[config.mk]
export PLATFORM = sky130hd
export DESIGN_NAME = tcw_useq
export DESIGN_NICKNAME = d
export VERILOG_FILES = /design/src/design/tcw_pkg.sv /design/src/design/tcw_useq.sv
export SDC_FILE = /design/constraint.sdc
export NUM_CORES = 1
export LEC_CHECK = 0
export BUFFER_PORTS_ARGS = -buffer_cell sky130_fd_sc_hd__buf_2
export CAP_MARGIN = 20
export CORE_MARGIN = 4
export CORE_UTILIZATION = 25
export DETAILED_ROUTE_END_ITERATION = 8
export PLACE_DENSITY = 0.39
export SYNTH_ARGS = -nofsm -noshare
export SYNTH_HDL_FRONTEND = slang
export SYNTH_SLANG_ARGS = --single-unit
[constraint.sdc]
create_clock -name clk -period 5.85 [get_ports clk]
set_input_delay 0.585 -clock clk [delete_from_list [all_inputs] [get_ports clk]]
set_output_delay 0.585 -clock clk [all_outputs]
set_load 0.02 [all_outputs]
[src/design/tcw_pkg.sv]
// tcw_pkg: shared types, constants and the control store of the text console writer
// used by every module of the block; depends on nothing

package tcw_pkg;

  localparam int COLUMNS_DEF = 80;
  localparam int ROWS_DEF    = 25;

  localparam int CELL_W  = 16;
  localparam int CHAR_W  = 8;
  localparam int IDX_W   = 11;
  localparam int OCOL_W  = 7;
  localparam int OROW_W  = 5;
  localparam int IN_TDATA_W  = 24;
  localparam int OUT_TDATA_W = 32;

  localparam logic [7:0] BLANK_CHAR   = 8'h20;
  localparam logic [7:0] RESET_ATTR   = 8'h07;
  localparam logic [7:0] BACK_ATTR    = 8'h00;
  localparam logic [7:0] NEWLINE_CODE = 8'h0a;

  typedef enum logic [1:0] {
    CMD_PUT,
    CMD_BACK,
    CMD_CLEAR,
    CMD_READ
  } cmd_t;

  localparam int UA = 5;
  typedef logic [UA-1:0] uaddr_t;

  typedef enum logic [2:0] {
    J_SEQ,
    J_GOTO,
    J_CALL,
    J_RET,
    J_DISPATCH
  } jmp_t;

  typedef enum logic [2:0] {
    C_ALWAYS,
    C_ROW_LAST,
    C_COL_WRAP,
    C_ORIGIN,
    C_NOT_COPY_END,
    C_NOT_PTR_LAST
  } cond_t;

  typedef enum logic [1:0] {
    P_HOLD,
    P_ZERO,
    P_INC
  } ptr_op_t;

  typedef enum logic [2:0] {
    K_HOLD,
    K_HOME,
    K_COL_ZERO,
    K_ROW_INC,
    K_COL_INC,
    K_BACK
  } cur_op_t;

  typedef enum logic [1:0] {
    R_NONE,
    R_SCROLL,
    R_CELL
  } rd_sel_t;

  typedef enum logic [2:0] {
    W_NONE,
    W_COPY,
    W_FILL,
    W_INIT,
    W_CHAR,
    W_BACK
  } wr_sel_t;

  typedef enum logic [1:0] {
    O_NONE,
    O_CURSOR,
    O_READ
  } out_op_t;

  typedef struct packed {
    jmp_t    jmp;
    cond_t   cond;
    uaddr_t  target;
    ptr_op_t ptr_op;
    cur_op_t cur_op;
    rd_sel_t rd_sel;
    wr_sel_t wr_sel;
    logic    pos_load;
    out_op_t out_op;
  } ctrl_t;

  typedef struct packed {
    logic row_last;
    logic col_wrap;
    logic origin;
    logic not_copy_end;
    logic not_ptr_last;
    logic out_busy;
  } stat_t;

  // program entry points
  localparam uaddr_t U_INIT     = 5'd0;
  localparam uaddr_t U_FETCH    = 5'd1;
  localparam uaddr_t U_DONE     = 5'd2;
  localparam uaddr_t U_DONE_RD  = 5'd3;
  localparam uaddr_t U_PUT      = 5'd4;
  localparam uaddr_t U_PPOS     = 5'd5;
  localparam uaddr_t U_PWRITE   = 5'd6;
  localparam uaddr_t U_PWRAP    = 5'd7;
  localparam uaddr_t U_PWRAP_CK = 5'd8;
  localparam uaddr_t U_PWRAP_RI = 5'd9;
  localparam uaddr_t U_NL       = 5'd10;
  localparam uaddr_t U_NL_CK    = 5'd11;
  localparam uaddr_t U_NL_RI    = 5'd12;
  localparam uaddr_t U_BS       = 5'd13;
  localparam uaddr_t U_BS_POS   = 5'd14;
  localparam uaddr_t U_BS_WR    = 5'd15;
  localparam uaddr_t U_CLR      = 5'd16;
  localparam uaddr_t U_CLR_FILL = 5'd17;
  localparam uaddr_t U_CLR_END  = 5'd18;
  localparam uaddr_t U_RD       = 5'd19;
  localparam uaddr_t U_SCROLL   = 5'd20;
  localparam uaddr_t U_SC_RD    = 5'd21;
  localparam uaddr_t U_SC_WR    = 5'd22;
  localparam uaddr_t U_SC_FILL  = 5'd23;
  localparam uaddr_t U_SC_RET   = 5'd24;

  function automatic ctrl_t uw(input jmp_t j, input cond_t c, input uaddr_t t,
                               input ptr_op_t p, input cur_op_t k, input rd_sel_t r,
                               input wr_sel_t w, input logic pl, input out_op_t o);
    ctrl_t x;
    x.jmp      = j;
    x.cond     = c;
    x.target   = t;
    x.ptr_op   = p;
    x.cur_op   = k;
    x.rd_sel   = r;
    x.wr_sel   = w;
    x.pos_load = pl;
    x.out_op   = o;
    return x;
  endfunction

  // control store
  function automatic ctrl_t ucode(input uaddr_t a);
    ctrl_t x;
    unique case (a)
      U_INIT:     x = uw(J_GOTO, C_NOT_PTR_LAST, U_INIT, P_INC, K_HOLD, R_NONE,
                         W_INIT, 1'b0, O_NONE);
      U_FETCH:    x = uw(J_DISPATCH, C_ALWAYS, U_FETCH, P_HOLD, K_HOLD, R_NONE,
                         W_NONE, 1'b0, O_NONE);
      U_DONE:     x = uw(J_GOTO, C_ALWAYS, U_FETCH, P_HOLD, K_HOLD, R_NONE,
                         W_NONE, 1'b0, O_CURSOR);
      U_DONE_RD:  x = uw(J_GOTO, C_ALWAYS, U_FETCH, P_HOLD, K_HOLD, R_NONE,
                         W_NONE, 1'b0, O_READ);
      U_PUT:      x = uw(J_GOTO, C_COL_WRAP, U_PWRAP, P_HOLD, K_HOLD, R_NONE,
                         W_NONE, 1'b0, O_NONE);
      U_PPOS:     x = uw(J_SEQ, C_ALWAYS, U_FETCH, P_HOLD, K_HOLD, R_NONE,
                         W_NONE, 1'b1, O_NONE);
      U_PWRITE:   x = uw(J_GOTO, C_ALWAYS, U_DONE, P_HOLD, K_COL_INC, R_NONE,
                         W_CHAR, 1'b0, O_NONE);
      U_PWRAP:    x = uw(J_CALL, C_ROW_LAST, U_SCROLL, P_HOLD, K_COL_ZERO, R_NONE,
                         W_NONE, 1'b0, O_NONE);
      U_PWRAP_CK: x = uw(J_GOTO, C_ROW_LAST, U_PPOS, P_HOLD, K_HOLD, R_NONE,
                         W_NONE, 1'b0, O_NONE);
      U_PWRAP_RI: x = uw(J_GOTO, C_ALWAYS, U_PPOS, P_HOLD, K_ROW_INC, R_NONE,
                         W_NONE, 1'b0, O_NONE);
      U_NL:       x = uw(J_CALL, C_ROW_LAST, U_SCROLL, P_HOLD, K_COL_ZERO, R_NONE,
                         W_NONE, 1'b0, O_NONE);
      U_NL_CK:    x = uw(J_GOTO, C_ROW_LAST, U_DONE, P_HOLD, K_HOLD, R_NONE,
                         W_NONE, 1'b0, O_NONE);
      U_NL_RI:    x = uw(J_GOTO, C_ALWAYS, U_DONE, P_HOLD, K_ROW_INC, R_NONE,
                         W_NONE, 1'b0, O_NONE);
      U_BS:       x = uw(J_GOTO, C_ORIGIN, U_DONE, P_HOLD, K_HOLD, R_NONE,
                         W_NONE, 1'b0, O_NONE);
      U_BS_POS:   x = uw(J_SEQ, C_ALWAYS, U_FETCH, P_HOLD, K_HOLD, R_NONE,
                         W_NONE, 1'b1, O_NONE);
      U_BS_WR:    x = uw(J_GOTO, C_ALWAYS, U_DONE, P_HOLD, K_BACK, R_NONE,
                         W_BACK, 1'b0, O_NONE);
      U_CLR:      x = uw(J_SEQ, C_ALWAYS, U_FETCH, P_ZERO, K_HOME, R_NONE,
                         W_NONE, 1'b0, O_NONE);
      U_CLR_FILL: x = uw(J_GOTO, C_NOT_PTR_LAST, U_CLR_FILL, P_INC, K_HOLD, R_NONE,
                         W_FILL, 1'b0, O_NONE);
      U_CLR_END:  x = uw(J_GOTO, C_ALWAYS, U_DONE, P_HOLD, K_HOLD, R_NONE,
                         W_NONE, 1'b0, O_NONE);
      U_RD:       x = uw(J_GOTO, C_ALWAYS, U_DONE_RD, P_HOLD, K_HOLD, R_CELL,
                         W_NONE, 1'b0, O_NONE);
      U_SCROLL:   x = uw(J_SEQ, C_ALWAYS, U_FETCH, P_ZERO, K_HOLD, R_NONE,
                         W_NONE, 1'b0, O_NONE);
      U_SC_RD:    x = uw(J_SEQ, C_ALWAYS, U_FETCH, P_HOLD, K_HOLD, R_SCROLL,
                         W_NONE, 1'b0, O_NONE);
      U_SC_WR:    x = uw(J_GOTO, C_NOT_COPY_END, U_SC_RD, P_INC, K_HOLD, R_NONE,
                         W_COPY, 1'b0, O_NONE);
      U_SC_FILL:  x = uw(J_GOTO, C_NOT_PTR_LAST, U_SC_FILL, P_INC, K_HOLD, R_NONE,
                         W_FILL, 1'b0, O_NONE);
      U_SC_RET:   x = uw(J_RET, C_ALWAYS, U_FETCH, P_HOLD, K_HOLD, R_NONE,
                         W_NONE, 1'b0, O_NONE);
      default:    x = uw(J_GOTO, C_ALWAYS, U_FETCH, P_HOLD, K_HOLD, R_NONE,
                         W_NONE, 1'b0, O_NONE);
    endcase
    return x;
  endfunction

  function automatic uaddr_t dispatch(input cmd_t cmd, input logic newline);
    uaddr_t a;
    unique case (cmd)
      CMD_PUT:   a = newline ? U_NL : U_PUT;
      CMD_BACK:  a = U_BS;
      CMD_CLEAR: a = U_CLR;
      CMD_READ:  a = U_RD;
      default:   a = U_FETCH;
    endcase
    return a;
  endfunction

endpackage

[src/design/tcw_useq.sv]
// tcw_useq: step counter, return register and control store lookup
// depends on tcw_pkg for the program, dispatch table and control word type

module tcw_useq
  import tcw_pkg::*;
(
  input  logic       clk,
  input  logic       rst_n,
  input  logic       in_tvalid,
  input  logic [1:0] in_cmd,
  input  logic       in_newline,
  input  stat_t      stat,
  output ctrl_t      cw,
  output logic       go,
  output logic       in_tready
);

  uaddr_t upc_r, upc_nxt;
  uaddr_t ret_r, ret_nxt;
  logic   taken;
  logic   hold;

  assign cw = ucode(upc_r);

  always_comb begin
    unique case (cw.cond)
      C_ALWAYS:       taken = 1'b1;
      C_ROW_LAST:     taken = stat.row_last;
      C_COL_WRAP:     taken = stat.col_wrap;
      C_ORIGIN:       taken = stat.origin;
      C_NOT_COPY_END: taken = stat.not_copy_end;
      C_NOT_PTR_LAST: taken = stat.not_ptr_last;
      default:        taken = 1'b0;
    endcase
  end

  // wait for an item at fetch, or for the result register to drain
  assign hold = ((cw.jmp == J_DISPATCH) && !in_tvalid) ||
                ((cw.out_op != O_NONE) && stat.out_busy);
  assign go        = !hold;
  assign in_tready = (cw.jmp == J_DISPATCH);

  always_comb begin
    upc_nxt = upc_r + uaddr_t'(1);
    ret_nxt = ret_r;
    if (hold) begin
      upc_nxt = upc_r;
    end else begin
      unique case (cw.jmp)
        J_SEQ: ;
        J_GOTO: begin
          if (taken) begin
            upc_nxt = cw.target;
          end
        end
        J_CALL: begin
          if (taken) begin
            upc_nxt = cw.target;
            ret_nxt = upc_r + uaddr_t'(1);
          end
        end
        J_RET: begin
          if (taken) begin
            upc_nxt = ret_r;
          end
        end
        J_DISPATCH: upc_nxt = dispatch(cmd_t'(in_cmd), in_newline);
        default:    upc_nxt = U_FETCH;
      endcase
    end
  end

  always_ff @(posedge clk) begin
    if (!rst_n) begin
      upc_r <= U_INIT;
      ret_r <= U_FETCH;
    end else begin
      upc_r <= upc_nxt;
      ret_r <= ret_nxt;
    end
  end

endmodule

[Word level (Yosys, flattened, before mapping)]
Memories as Yosys holds them, arrays and structs flattened. A register that Yosys moved wholly into a read port is not among the register bits.
Cells that the tools add are included.
Cells by class
  $add $sub $neg: 1
  reductions and logical operators: 11
  bitwise logic cells: 1
  multiplexer cells: 8
  eq/ne operators: 12
Operators by type and width (count)
  5-bit one-hot mux with 4 select lines: 2
  5-bit two-way mux: 4
  3-bit by 2-bit == test with 1-bit output (second input constant): 4
  3-bit == test (second input constant): 3
  3-bit by 1-bit == test with 1-bit output (second input constant): 2
  3-bit zero test: 2
  1-bit one-hot mux with 6 select lines: 1
  5-bit by 1-bit adder with 5-bit output (second input constant): 1
  2-bit == test (second input constant): 2
  4-bit two-way mux: 1
  3-bit AND reduction: 1
  2-bit by 1-bit == test with 1-bit output (second input constant): 1
  1-bit logical AND: 2
  1-bit zero test: 2
  2-bit zero test: 1
  2-bit nonzero test: 1
  2-bit OR reduction: 1
  1-bit logical OR: 1
  1-bit NOT: 1
Word-level totals
  flip-flop bits (word level): 10
  ROM bits: 736
  output and inout port bits: 26
  memories: 1
  input bits: 12
Memory list
  (no name shown): words 32, bits a word 23, rd ports 1, clocked after memory_dff 1, write ports 0, line tcw_pkg.sv:152  | unique case (a)

[Depth between registers and ports, before layout]
Gate-level depths: netlist (run 1).
  depth in word-level cells: 6
  gate-level depth with buffers: 12

[Worst setup path after synthesis (run 1)]
No wires, ideal clock.
  path kind: register to register
  start point: reg, netlist name cw[22]
  end point: reg, netlist name cw[18]
  buffers on the path: 1
  arrival: 2.823 ns
  slack: 2.905 ns
  library setup time: 0.122 ns
  clock period less this slack: 2.945 ns
  stages on the path, launching flop included: 11
  path through: dfxtp_1 > buf_2 > or3b_1 > o31ai_1 > o311ai_0 > o31ai_2 > inv_1 > ha_1 > nand2_1 > o22ai_2 > a311o_1
Between the ends
  cells in the longest elaborated chain, start to end: 5
  elaborated cells between the ends (all ways): 11
  classes of those cells: eq/ne (4); mux (3); reduce/logical (4)
Ends and longest elaborated chain
  3-bit by 2-bit == test with 1-bit output, or another cell as far along: line tcw_useq.sv:49  | unique case (cw.jmp)
  2-bit OR reduction (no source line) or 1-bit logical AND (tied branches)
  5-bit one-hot mux with 4 select lines or 1-bit logical OR (tied branches): line tcw_useq.sv:49, tcw_useq.sv:38
  5-bit two-way mux (no source line) * (2 in a row)
Mark *: on every way between the ends. The rest lies on a longest branch, timed or not.
A chain may end at the register's enable or synchronous reset.

[Worst setup path in the final report (run 1)]
  start point: reg, netlist name cw[22]
  end point: reg, netlist name cw[18]
Between the ends
  cells in the longest elaborated chain, start to end: 5
  elaborated cells between the ends (all ways): 11
  classes of those cells: eq/ne (4); mux (3); reduce/logical (4)
Ends and longest elaborated chain (line)
  3-bit by 2-bit == test with 1-bit output, or another cell as far along: tcw_useq.sv:49
  2-bit OR reduction (no source line) or 1-bit logical AND (tied branches)
  5-bit one-hot mux with 4 select lines or 1-bit logical OR (tied branches): tcw_useq.sv:49, tcw_useq.sv:38
  5-bit two-way mux (no source line) * (2 in a row)
Marks and branches as above.

==> tab_implementation.tex, run 1 <==
\begin{tabular}{lr}
\hline
Metric & Value \\
\hline
\multicolumn{2}{l}{\textbf{Cells and area}} \\
\quad Area overhead of the layout relative to synthesis & 16.9\% \\
\quad Antenna diode count & 0 \\
\quad Final net count & 281 \\
\quad Fraction of layout cells with a size suffix above 1 & 26.4\% \\
\quad Area of all placed cells without fillers & 2290 um2 \\
\multicolumn{2}{l}{\textbf{CTS}} \\
\quad Total number of clock tree sinks & 31 \\
\quad Depth of the CTS H-tree & 2 \\
\quad CTS tree & done \\
\quad Root buffer selected by CTS & clkbuf\_8 \\
\quad Total CTS buffers & 5 \\
\quad Clock latency reported for the late side of the worst-skew pair & 0.28 ns \\
\quad Clock slew at reported path FFs & 0.07 ns \\
\quad \# resized after CTS & 0 \\
\quad Number of buffers on the longest clock path & 2 \\
\quad Number of buffers inserted by hold repair at cts & 0 \\
\quad Count of buffers added by post-CTS timing repair for setup & 0 \\
\multicolumn{2}{l}{\textbf{Setup path}} \\
\quad Cell family contributing the most delay on the critical path & compound AO/OA/AOI/OAI gates \\
\quad Critical Path Max Stage Delay & 0.74 ns \\
\quad Worst reg2reg path startpoint & cw[22] \\
\quad Start-to-end type of the worst setup path & reg2reg \\
\quad Endpoint required time on the critical path & 6.08 ns \\
\quad Crit. Startpoint & cw[22] \\
\quad Max Fanout on Critical Path & 12 \\
\quad Count of buffer and inverter cells on the critical path & 1 \\
\quad Endpoint type of the worst setup path & flip-flop \\
\quad CP Cell Sequence & or3b\_1 -> o31ai\_1 -> o311ai\_0 -> o31ai\_2 -> inv\_1 -> ha\_1 -> nor2\_1 -> a21oi\_2 -> o22ai\_1 -> a311o\_1 \\
\quad Standard cell with the maximum stage delay on the critical path & o31ai\_2 \\
\quad Arrival time reported for the critical path endpoint & 3.71 ns \\
\quad Worst Setup Start Kind & flip-flop \\
\multicolumn{2}{l}{\textbf{Synthesis}} \\
\quad Cell types with the highest counts after synthesis & 31 x dfxtp\_1, 27 x nand2\_1, 16 x nor2\_1 \\
\quad Adder-cell share of the synthesized area & 5.75\% \\
\quad Number of warning messages in the yosys log & 0 \\
\quad Share of the synthesized area in the top cell type & 31.7\% \\
\quad Distinct cells, synth & 67 \\
\quad Top FF cell, synth & dfxtp\_1 \\
\quad Flop and latch count out of synthesis & 31 \\
\quad Dominant combinational cell family by area after synthesis & compound AO/OA/AOI/OAI gates \\
\quad Portion of netlist area occupied by mux cells & 3.77\% \\
\quad Area fraction in and, or, nand and nor cells after synthesis & 22.8\% \\
\quad Compound-Gate Fraction of Synth Area & 27.9\% \\
\quad Synthesized area per cell & 8.62 um2 \\
\quad XOR/XNOR share of the synthesized area & 1.34\% \\
\quad Dominant cells by area after synthesis & dfxtp\_1 32\%, ha\_1 5.8\%, nand2\_1 5.2\%, nor2\_1 3.1\%, a21oi\_1 2.3\% \\
\quad Share of synthesized registers carrying an async set or reset & 0\% \\
\quad Number of instances in the synthesized netlist & 227 \\
\quad Top-count cell post-synth & dfxtp\_1 \\
\quad Post-synthesis sequential area ratio & 31.7\% \\
\quad EDFF count, synth & 0 \\
\quad Area of the mapped netlist & 1960 um2 \\
\quad Post-synthesis cell type with the largest combined area & dfxtp\_1 \\
\quad Number of nets produced by synthesis & 248 \\
\multicolumn{2}{l}{\textbf{Floorplan}} \\
\quad Die Height & 96.5 um \\
\quad Area of the die & 9310 um2 \\
\quad Standard-cell row count & 31 \\
\quad Number of top-level pins & 38 \\
\quad X dimension of the die & 96.5 um \\
\quad Initial core utilization & 26.3\% \\
\quad Area of the placeable core & 7450 um2 \\
\multicolumn{2}{l}{\textbf{STA}} \\
\quad Worst Setup Slack, final & 2.36 ns \\
\quad Transition time at the pin with the least slew margin & 0.849 ns \\
\quad TNS Setup & 0 ns \\
\quad Max-slew headroom & 43.0\% \\
\quad Final setup skew & 0.00825 ns \\
\quad Final clock period utilization by the worst path & 59.6\% \\
\quad Unrepaired setup endpoints after global routing & false \\
\quad Endpoints failing setup & 0 \\
\quad Peak Freq & 287 MHz \\
\quad Max-slew violation count & 0 \\
\quad Final period demand of the worst path & 3.49 ns \\
\quad Final hold viol count & 0 \\
\multicolumn{2}{l}{\textbf{Global routing}} \\
\quad Number of global-route vias before repair & 1846 \\
\quad Overall track demand over capacity in global routing & 14.3\% \\
\quad Global-route wire length before repair & 10000 um \\
\quad Pin count of the biggest net entering global routing & 14 \\
\quad Overall overflow remaining after global route & 0 \\
\quad Initial antenna violation count & 0 \\
\multicolumn{2}{l}{\textbf{Run}} \\
\quad Maximum Capacitance Violations & 0 \\
\multicolumn{2}{l}{\textbf{Min path}} \\
\quad Min-Delay Path Class & reg2reg \\
\quad Hold Startpoint & ret\_r[1] \\
\multicolumn{2}{l}{\textbf{Routing}} \\
\quad Via count & 1816 \\
\quad Number of design-rule violations left by the first detailed-router iteration & 62 \\
\quad Drt total wl & 6130 um \\
\quad Number of routed nets with antenna violations & 0 \\
\quad Final routed wire length divided by cell count & 17.0 um \\
\quad First-pass DRT Iterations & 4 \\
\quad Post-route DRC & 0 \\
\quad Vias per std cell & 5.04 \\
\multicolumn{2}{l}{\textbf{Placed design}} \\
\quad Placed instance area & 2200 um2 \\
\quad Placed wire-length estimate after detailed placement & 4710 um \\
\quad Routability-driven placement congestion ratio & 0.855 \\
\quad Worst setup slack before clock tree synthesis & 2.29 ns \\
\quad IO Port Bufs & 36 \\
\multicolumn{2}{l}{\textbf{Pwr}} \\
\quad Reported leakage power & 1.02 nW \\
\quad VDD IR-drop max & 136 uV \\
\quad Pwr Density & 425 nW/um2 \\
\multicolumn{2}{l}{\textbf{Outcome}} \\
\quad Outcome & complete, no violations \\
\hline
\end{tabular}
cell families after synthesis:
| logic type | count (synthesis) |
|---|---|
| simple gates | 82 |
| compound gates | 70 |
| flops | 31 |
| buf+inv | 24 |
| fa+ha+maj | 9 |
| mux | 7 |
| xor+xnor | 3 |
| other cells | 1 |
where the power goes:
group	switching [W]	total (W)	internal [W]
sequential	0.0000565	0.000308	0.000251
combinational	0.000309	0.000493	0.000184
clock	0.0000883	0.000171	0.0000828
sequential cells by signal, summed over array words and instances, names as in the netlist:
register	flops
ret_r	5
upc_r	5
cw	21
path summary, 6_finish.rpt:
check	end	slack (ns)	depth (start not counted)
setup / recovery	cw[18]	2.36	10
hold / removal	ret_r[1]	0.49	2
setup reg to reg	cw[18]	2.36	10
hold reg to reg	ret_r[1]	0.49	2
worst register-to-register path: cells and delay by family (launching register included):
family / cells / cell delay [ns]
AOI/OAI and AO/OA: 6 / 1.56
and+or+nand+nor: 2 / 0.75
DFF: 1 / 0.48
adders and majority gates: 1 / 0.35
buffers and inverters: 1 / 0.29
layout by cell type (no fill, tap or decap), types with 2 or more instances in the layout:
cell	n
mux2i_1	4
xnor2_1	2
or3b_1	2
mux2_2	3
nor3_1	6
ha_1	9
o22ai_1	3
inv_4	2
a22o_1	3
o21ai_0	7
a311oi_1	2
o31ai_1	4
nor2_1	16
o21ai_2	2
a311o_1	2
nand2_1	27
nand2b_1	2
clkinvlp_4	2
o21a_1	4
o211a_1	3
a21o_1	2
dfxtp_1	31
nand4_1	4
a21oi_1	9
a22oi_1	4
inv_1	11
and2_1	2
nand3_1	3
o21ai_1	2
buf_2	36
a211oi_1	3
o21bai_1	2
clkbuf_8	5
and3_1	3
or2_2	2
nor2b_1	4
routing by layer:
layer	global-route usage, %	up-vias	share of wire, %
met5	0	-	0
met4	4.56	0	1.1
met3	2.71	4	4.7
met2	22.7	66	48
met1	19.4	854	46
li1	-	892	-
per-stage QoR:
stage	utilization, %	std cells	hold slack [ns]	total power (W)
6_report	30.7	360	0.494	0.000972
5_1_grt	30.7	360	0.531	0.00105
3_3_place_gp	29.5	352	0.478	0.000817
3_5_place_dp	29.5	352	0.490	0.000805
4_1_cts	30.7	360	0.506	0.000983
2_1_floorplan	-	227	0.454	0.000669
area by class of cell:
type	instances	area [um2]
inverters	13	53.8
repair buffers	37	188
well taps	99	124
clock buffers	5	68.8
clock inverters	3	20.0
multi-input cells	172	1210
flip-flops and latches	31	621
fillers	830	5160
Power figures use the tool's default switching activity.
==> inputs of run 2 (changes only) <==
ABC_AREA = 1   (was not set)
PLACE_DENSITY = 0.41   (was 0.39)
clock period = 2.9 ns   (was 5.85 ns; I/O delays follow)
==> run 2 against run 1 <==
Effect of this change:
- synthesized area is 7.5% lower
- design area is 5.3% lower
- die area shrank 6.9%
- synthesized cell count up 18%
- combinational power rose to 3.4 times the previous value
- sequential share of layout area up 1.5 points
- count of clock-buffer cells in the layout did not move
- wire length down 13%
- sequential cell count did not move
- highest routed layer unchanged
==> tab_implementation.tex, run 2 <==
\begin{tabular}{lr}
\hline
Metric & Value \\
\hline
\multicolumn{2}{l}{\textbf{Synthesis}} \\
\quad Top FF cell, synth & dfxtp\_1 \\
\quad Area fraction in and, or, nand and nor cells after synthesis & 38.8\% (+16 points) \\
\quad Flop and latch count out of synthesis & 31 (unchanged) \\
\quad Distinct cells, synth & 32 (-52\%) \\
\quad Portion of netlist area occupied by mux cells & 0\% (-3.8 points) \\
\quad EDFF count, synth & 0 (unchanged) \\
\quad Top-count cell post-synth & nand2\_1 \\
\quad Share of synthesized registers carrying an async set or reset & 0\% (unchanged) \\
\quad Number of instances in the synthesized netlist & 267 (+18\%) \\
\quad Compound-Gate Fraction of Synth Area & 9.88\% (-18 points) \\
\quad Area of the mapped netlist & 1810 um2 (-7.5\%) \\
\quad Post-synthesis sequential area ratio & 34.3\% (+2.6 points) \\
\quad Post-synthesis cell type with the largest combined area & dfxtp\_1 \\
\quad XOR/XNOR share of the synthesized area & 1.45\% (+0.11 points) \\
\quad Dominant combinational cell family by area after synthesis & simple AND/OR/NAND/NOR gates \\
\quad Cell types with the highest counts after synthesis & 81 x nand2\_1, 31 x dfxtp\_1, 24 x nand3\_1 \\
\quad Synthesized area per cell & 6.78 um2 (-21\%) \\
\quad Number of warning messages in the yosys log & 0 (unchanged) \\
\quad Adder-cell share of the synthesized area & 6.22\% (+0.47 points) \\
\quad Number of nets produced by synthesis & 288 (+16\%) \\
\quad Share of the synthesized area in the top cell type & 34.3\% (+2.6 points) \\
\quad Dominant cells by area after synthesis & dfxtp\_1 34\%, nand2\_1 17\%, nand3\_1 6.6\%, ha\_1 6.2\%, inv\_1 3.9\% \\
\multicolumn{2}{l}{\textbf{Outcome}} \\
\quad Outcome & complete, no violations \\
\multicolumn{2}{l}{\textbf{Global routing}} \\
\quad Pin count of the biggest net entering global routing & 12 (-2) \\
\quad Overall overflow remaining after global route & 0 (unchanged) \\
\quad Number of global-route vias before repair & 1736 (-6.0\%) \\
\quad Overall track demand over capacity in global routing & 12.8\% (-1.5 points) \\
\quad Initial antenna violation count & 0 (unchanged) \\
\quad Global-route wire length before repair & 8610 um (-14\%) \\
\multicolumn{2}{l}{\textbf{Cells and area}} \\
\quad FF+latch area & 621 um2 (unchanged) \\
\quad Fraction of layout cells with a size suffix above 1 & 23.2\% (-3.2 points) \\
\quad Most common library cell in the layout ignoring fill and taps & nand2\_1 \\
\quad Final core occ & 31.4\% (+0.65 points) \\
\quad Flip-flop count of the largest register, all copies and words added & 21 (unchanged) \\
\quad Number of fillers in the final layout & 828 (-0.24\%) \\
\quad Final net count & 326 (+16\%) \\
\quad Area of the multi-input gates & 1020 um2 (-16\%) \\
\quad Area overhead of the layout relative to synthesis & 19.7\% \\
\quad Most frequent cells in the layout & 81 x nand2\_1, 36 x buf\_2, 31 x dfxtp\_1, 24 x nand3\_1, 19 x inv\_1 \\
\quad Antenna diode count & 0 (unchanged) \\
\multicolumn{2}{l}{\textbf{Routing}} \\
\quad Via count & 1799 (-0.94\%) \\
\quad First-pass DRT Iterations & 4 (unchanged) \\
\quad Number of design-rule violations left by the first detailed-router iteration & 79 (+27\%) \\
\quad Final routed wire length divided by cell count & 13.3 um (-22\%) \\
\quad Post-route DRC & 0 (unchanged) \\
\quad Vias per std cell & 4.48 (-11\%) \\
\quad Number of routed nets with antenna violations & 0 (unchanged) \\
\quad Drt total wl & 5350 um (-13\%) \\
\multicolumn{2}{l}{\textbf{STA}} \\
\quad Endpoints failing setup & 0 (unchanged) \\
\quad Unrepaired setup endpoints after global routing & false \\
\quad Final hold viol count & 0 (unchanged) \\
\quad Final clock period utilization by the worst path & 87.9\% (+28 points) \\
\quad Final period demand of the worst path & 2.55 ns (-0.938 ns) \\
\quad Peak Freq & 392 MHz (+37\%) \\
\quad Final setup skew & 0.00371 ns (-0.00455 ns) \\
\quad Worst Setup Slack, final & 0.351 ns (-2.01 ns) \\
\quad Worst Hold Margin & 0.367 ns (-0.126 ns) \\
\quad Max-slew violation count & 0 (unchanged) \\
\quad TNS Setup & 0 ns (unchanged) \\
\multicolumn{2}{l}{\textbf{Pwr}} \\
\quad VDD IR-drop max & 248 uV (+82\%) \\
\quad Switching power share of the total & 53.9\% (+7.2 points) \\
\quad Sequential cell fraction of total power & 24.0\% (-7.7 points) \\
\quad Internal power summed over all cells & 0.00123 W (+140\%) \\
\quad Pwr Density & 1230 nW/um2 (+190\%) \\
\quad Reported leakage power & 1.10 nW (+8.3\%) \\
\quad Share of total power in combinational logic & 63.1\% (+12 points) \\
\quad Final Total Pwr & 0.00266 W (+170\%) \\
\quad Psw & 0.00144 W (+220\%) \\
\quad Proportion of power drawn by the clock network & 12.9\% (-4.7 points) \\
\multicolumn{2}{l}{\textbf{Floorplan}} \\
\quad Area of the die & 8670 um2 (-6.9\%) \\
\quad Standard-cell row count & 30 (-3.2\%) \\
\quad Number of top-level pins & 38 (unchanged) \\
\quad Die Height & 93.1 um (-3.5\%) \\
\quad Initial core utilization & 26.2\% (-0.063 points) \\
\quad X dimension of the die & 93.1 um (-3.5\%) \\
\quad Area of the placeable core & 6910 um2 (-7.3\%) \\
\multicolumn{2}{l}{\textbf{CTS}} \\
\quad Root buffer selected by CTS & clkbuf\_8 \\
\quad Clock latency reported for the late side of the worst-skew pair & 0.29 ns (about the same) \\
\quad Count of buffers added by post-CTS timing repair for setup & 0 (unchanged) \\
\quad Number of buffers inserted by hold repair at cts & 0 (unchanged) \\
\quad Depth of the CTS H-tree & 2 (unchanged) \\
\quad CTS tree & done \\
\quad Number of buffers on the longest clock path & 2 (unchanged) \\
\quad Clock slew at reported path FFs & 0.07 ns (about the same) \\
\quad Total CTS buffers & 5 (unchanged) \\
\quad \# resized after CTS & 0 (unchanged) \\
\quad Total number of clock tree sinks & 31 (unchanged) \\
\multicolumn{2}{l}{\textbf{Setup path}} \\
\quad Worst Setup Start Kind & flip-flop \\
\quad Start-to-end type of the worst setup path & reg2reg \\
\quad Worst setup slack for register-to-register paths & 0.35 ns (-2.01 ns) \\
\quad Endpoint required time on the critical path & 3.13 ns (-2.95 ns) \\
\quad Endpoint type of the worst setup path & flip-flop \\
\quad Max Fanout on Critical Path & 7 (-5) \\
\quad Arrival time reported for the critical path endpoint & 2.78 ns (-0.93 ns) \\
\multicolumn{2}{l}{\textbf{Placed design}} \\
\quad Placed wire-length estimate after detailed placement & 4270 um (-9.2\%) \\
\quad Worst setup slack before clock tree synthesis & 0.342 ns (-1.94 ns) \\
\quad IO Port Bufs & 36 (unchanged) \\
\quad Routability-driven placement congestion ratio & 0.845 (-1.1\%) \\
\multicolumn{2}{l}{\textbf{Min path}} \\
\quad Min-Delay Path Class & in2reg \\
\multicolumn{2}{l}{\textbf{Run}} \\
\quad Maximum Capacitance Violations & 0 (unchanged) \\
\hline
\end{tabular}
-- run 2: critical path, stage by stage, from the launching register on --
cell     delay (ns)
dfxtp_1        0.37
nor2_4         0.22
nand2_2        0.12
inv_2          0.09
nand2_1        0.06
o21ai_0        0.21
a21oi_1        0.07
nand3_1        0.09
nand2_1        0.10
nor2_2         0.28
inv_2          0.13
ha_1           0.25
inv_1          0.09
nand2_2        0.09
nand2_1        0.09
nand2_1        0.05
nand2_1        0.06
nand2_1        0.05
nand2_1        0.08
-- run 2: through the flow --
stage          area [um2]  cells
2_1_floorplan        1810    267
3_3_place_gp         2080    394
3_5_place_dp         2080    394
4_1_cts              2170    402
5_1_grt              2170    402
6_report             2170    402
-- run 2: kinds of logic after synthesis --
kind of cell / Yosys count
AOI/OAI and AO/OA: 32
xor gates and xnor gates: 3
adders and majority gates: 9
buffers and inverters: 38
DFF: 31
other: 1
and+or+nand+nor: 153
-- run 2: final timing paths --
path         cells after the start      from  endpoint
max                             18    cw[22]    cw[18]
max reg2reg                     18    cw[22]    cw[18]
min                              3     rst_n  ret_r[1]
min reg2reg                      2  ret_r[4]  ret_r[4]
-- run 2: cell type report --
| cell class | instances | share of cell area [%] |
|---|---|---|
| sequential | 31 | 28.6 |
| clock inverter | 3 | 0.924 |
| clock buffer | 5 | 3.18 |
| multi-input combinational | 198 | 47.2 |
| tap | 96 | 5.54 |
| inverter | 31 | 5.48 |
| timing repair buffer | 38 | 9.01 |
-- run 2: power groups by stage --
stage	sequential, W	combinational (W)	clock (W)
floorplan	0.000743	0.00113	0
global placement	0.000652	0.00171	0
detailed placement	0.000653	0.00167	0
CTS	0.000642	0.00168	0.000351
global route	0.000660	0.00187	0.000375
finish	0.000639	0.00168	0.000345
-- run 2: routing by layer --
| metal | part of all wire [%] | GRT usage (%) |
|---|---|---|
| met1 | 45 | 15.8 |
| met2 | 49 | 21.4 |
| met3 | 3.1 | 2.74 |
| met4 | 2.6 | 5.37 |
| met5 | 0 | 0 |
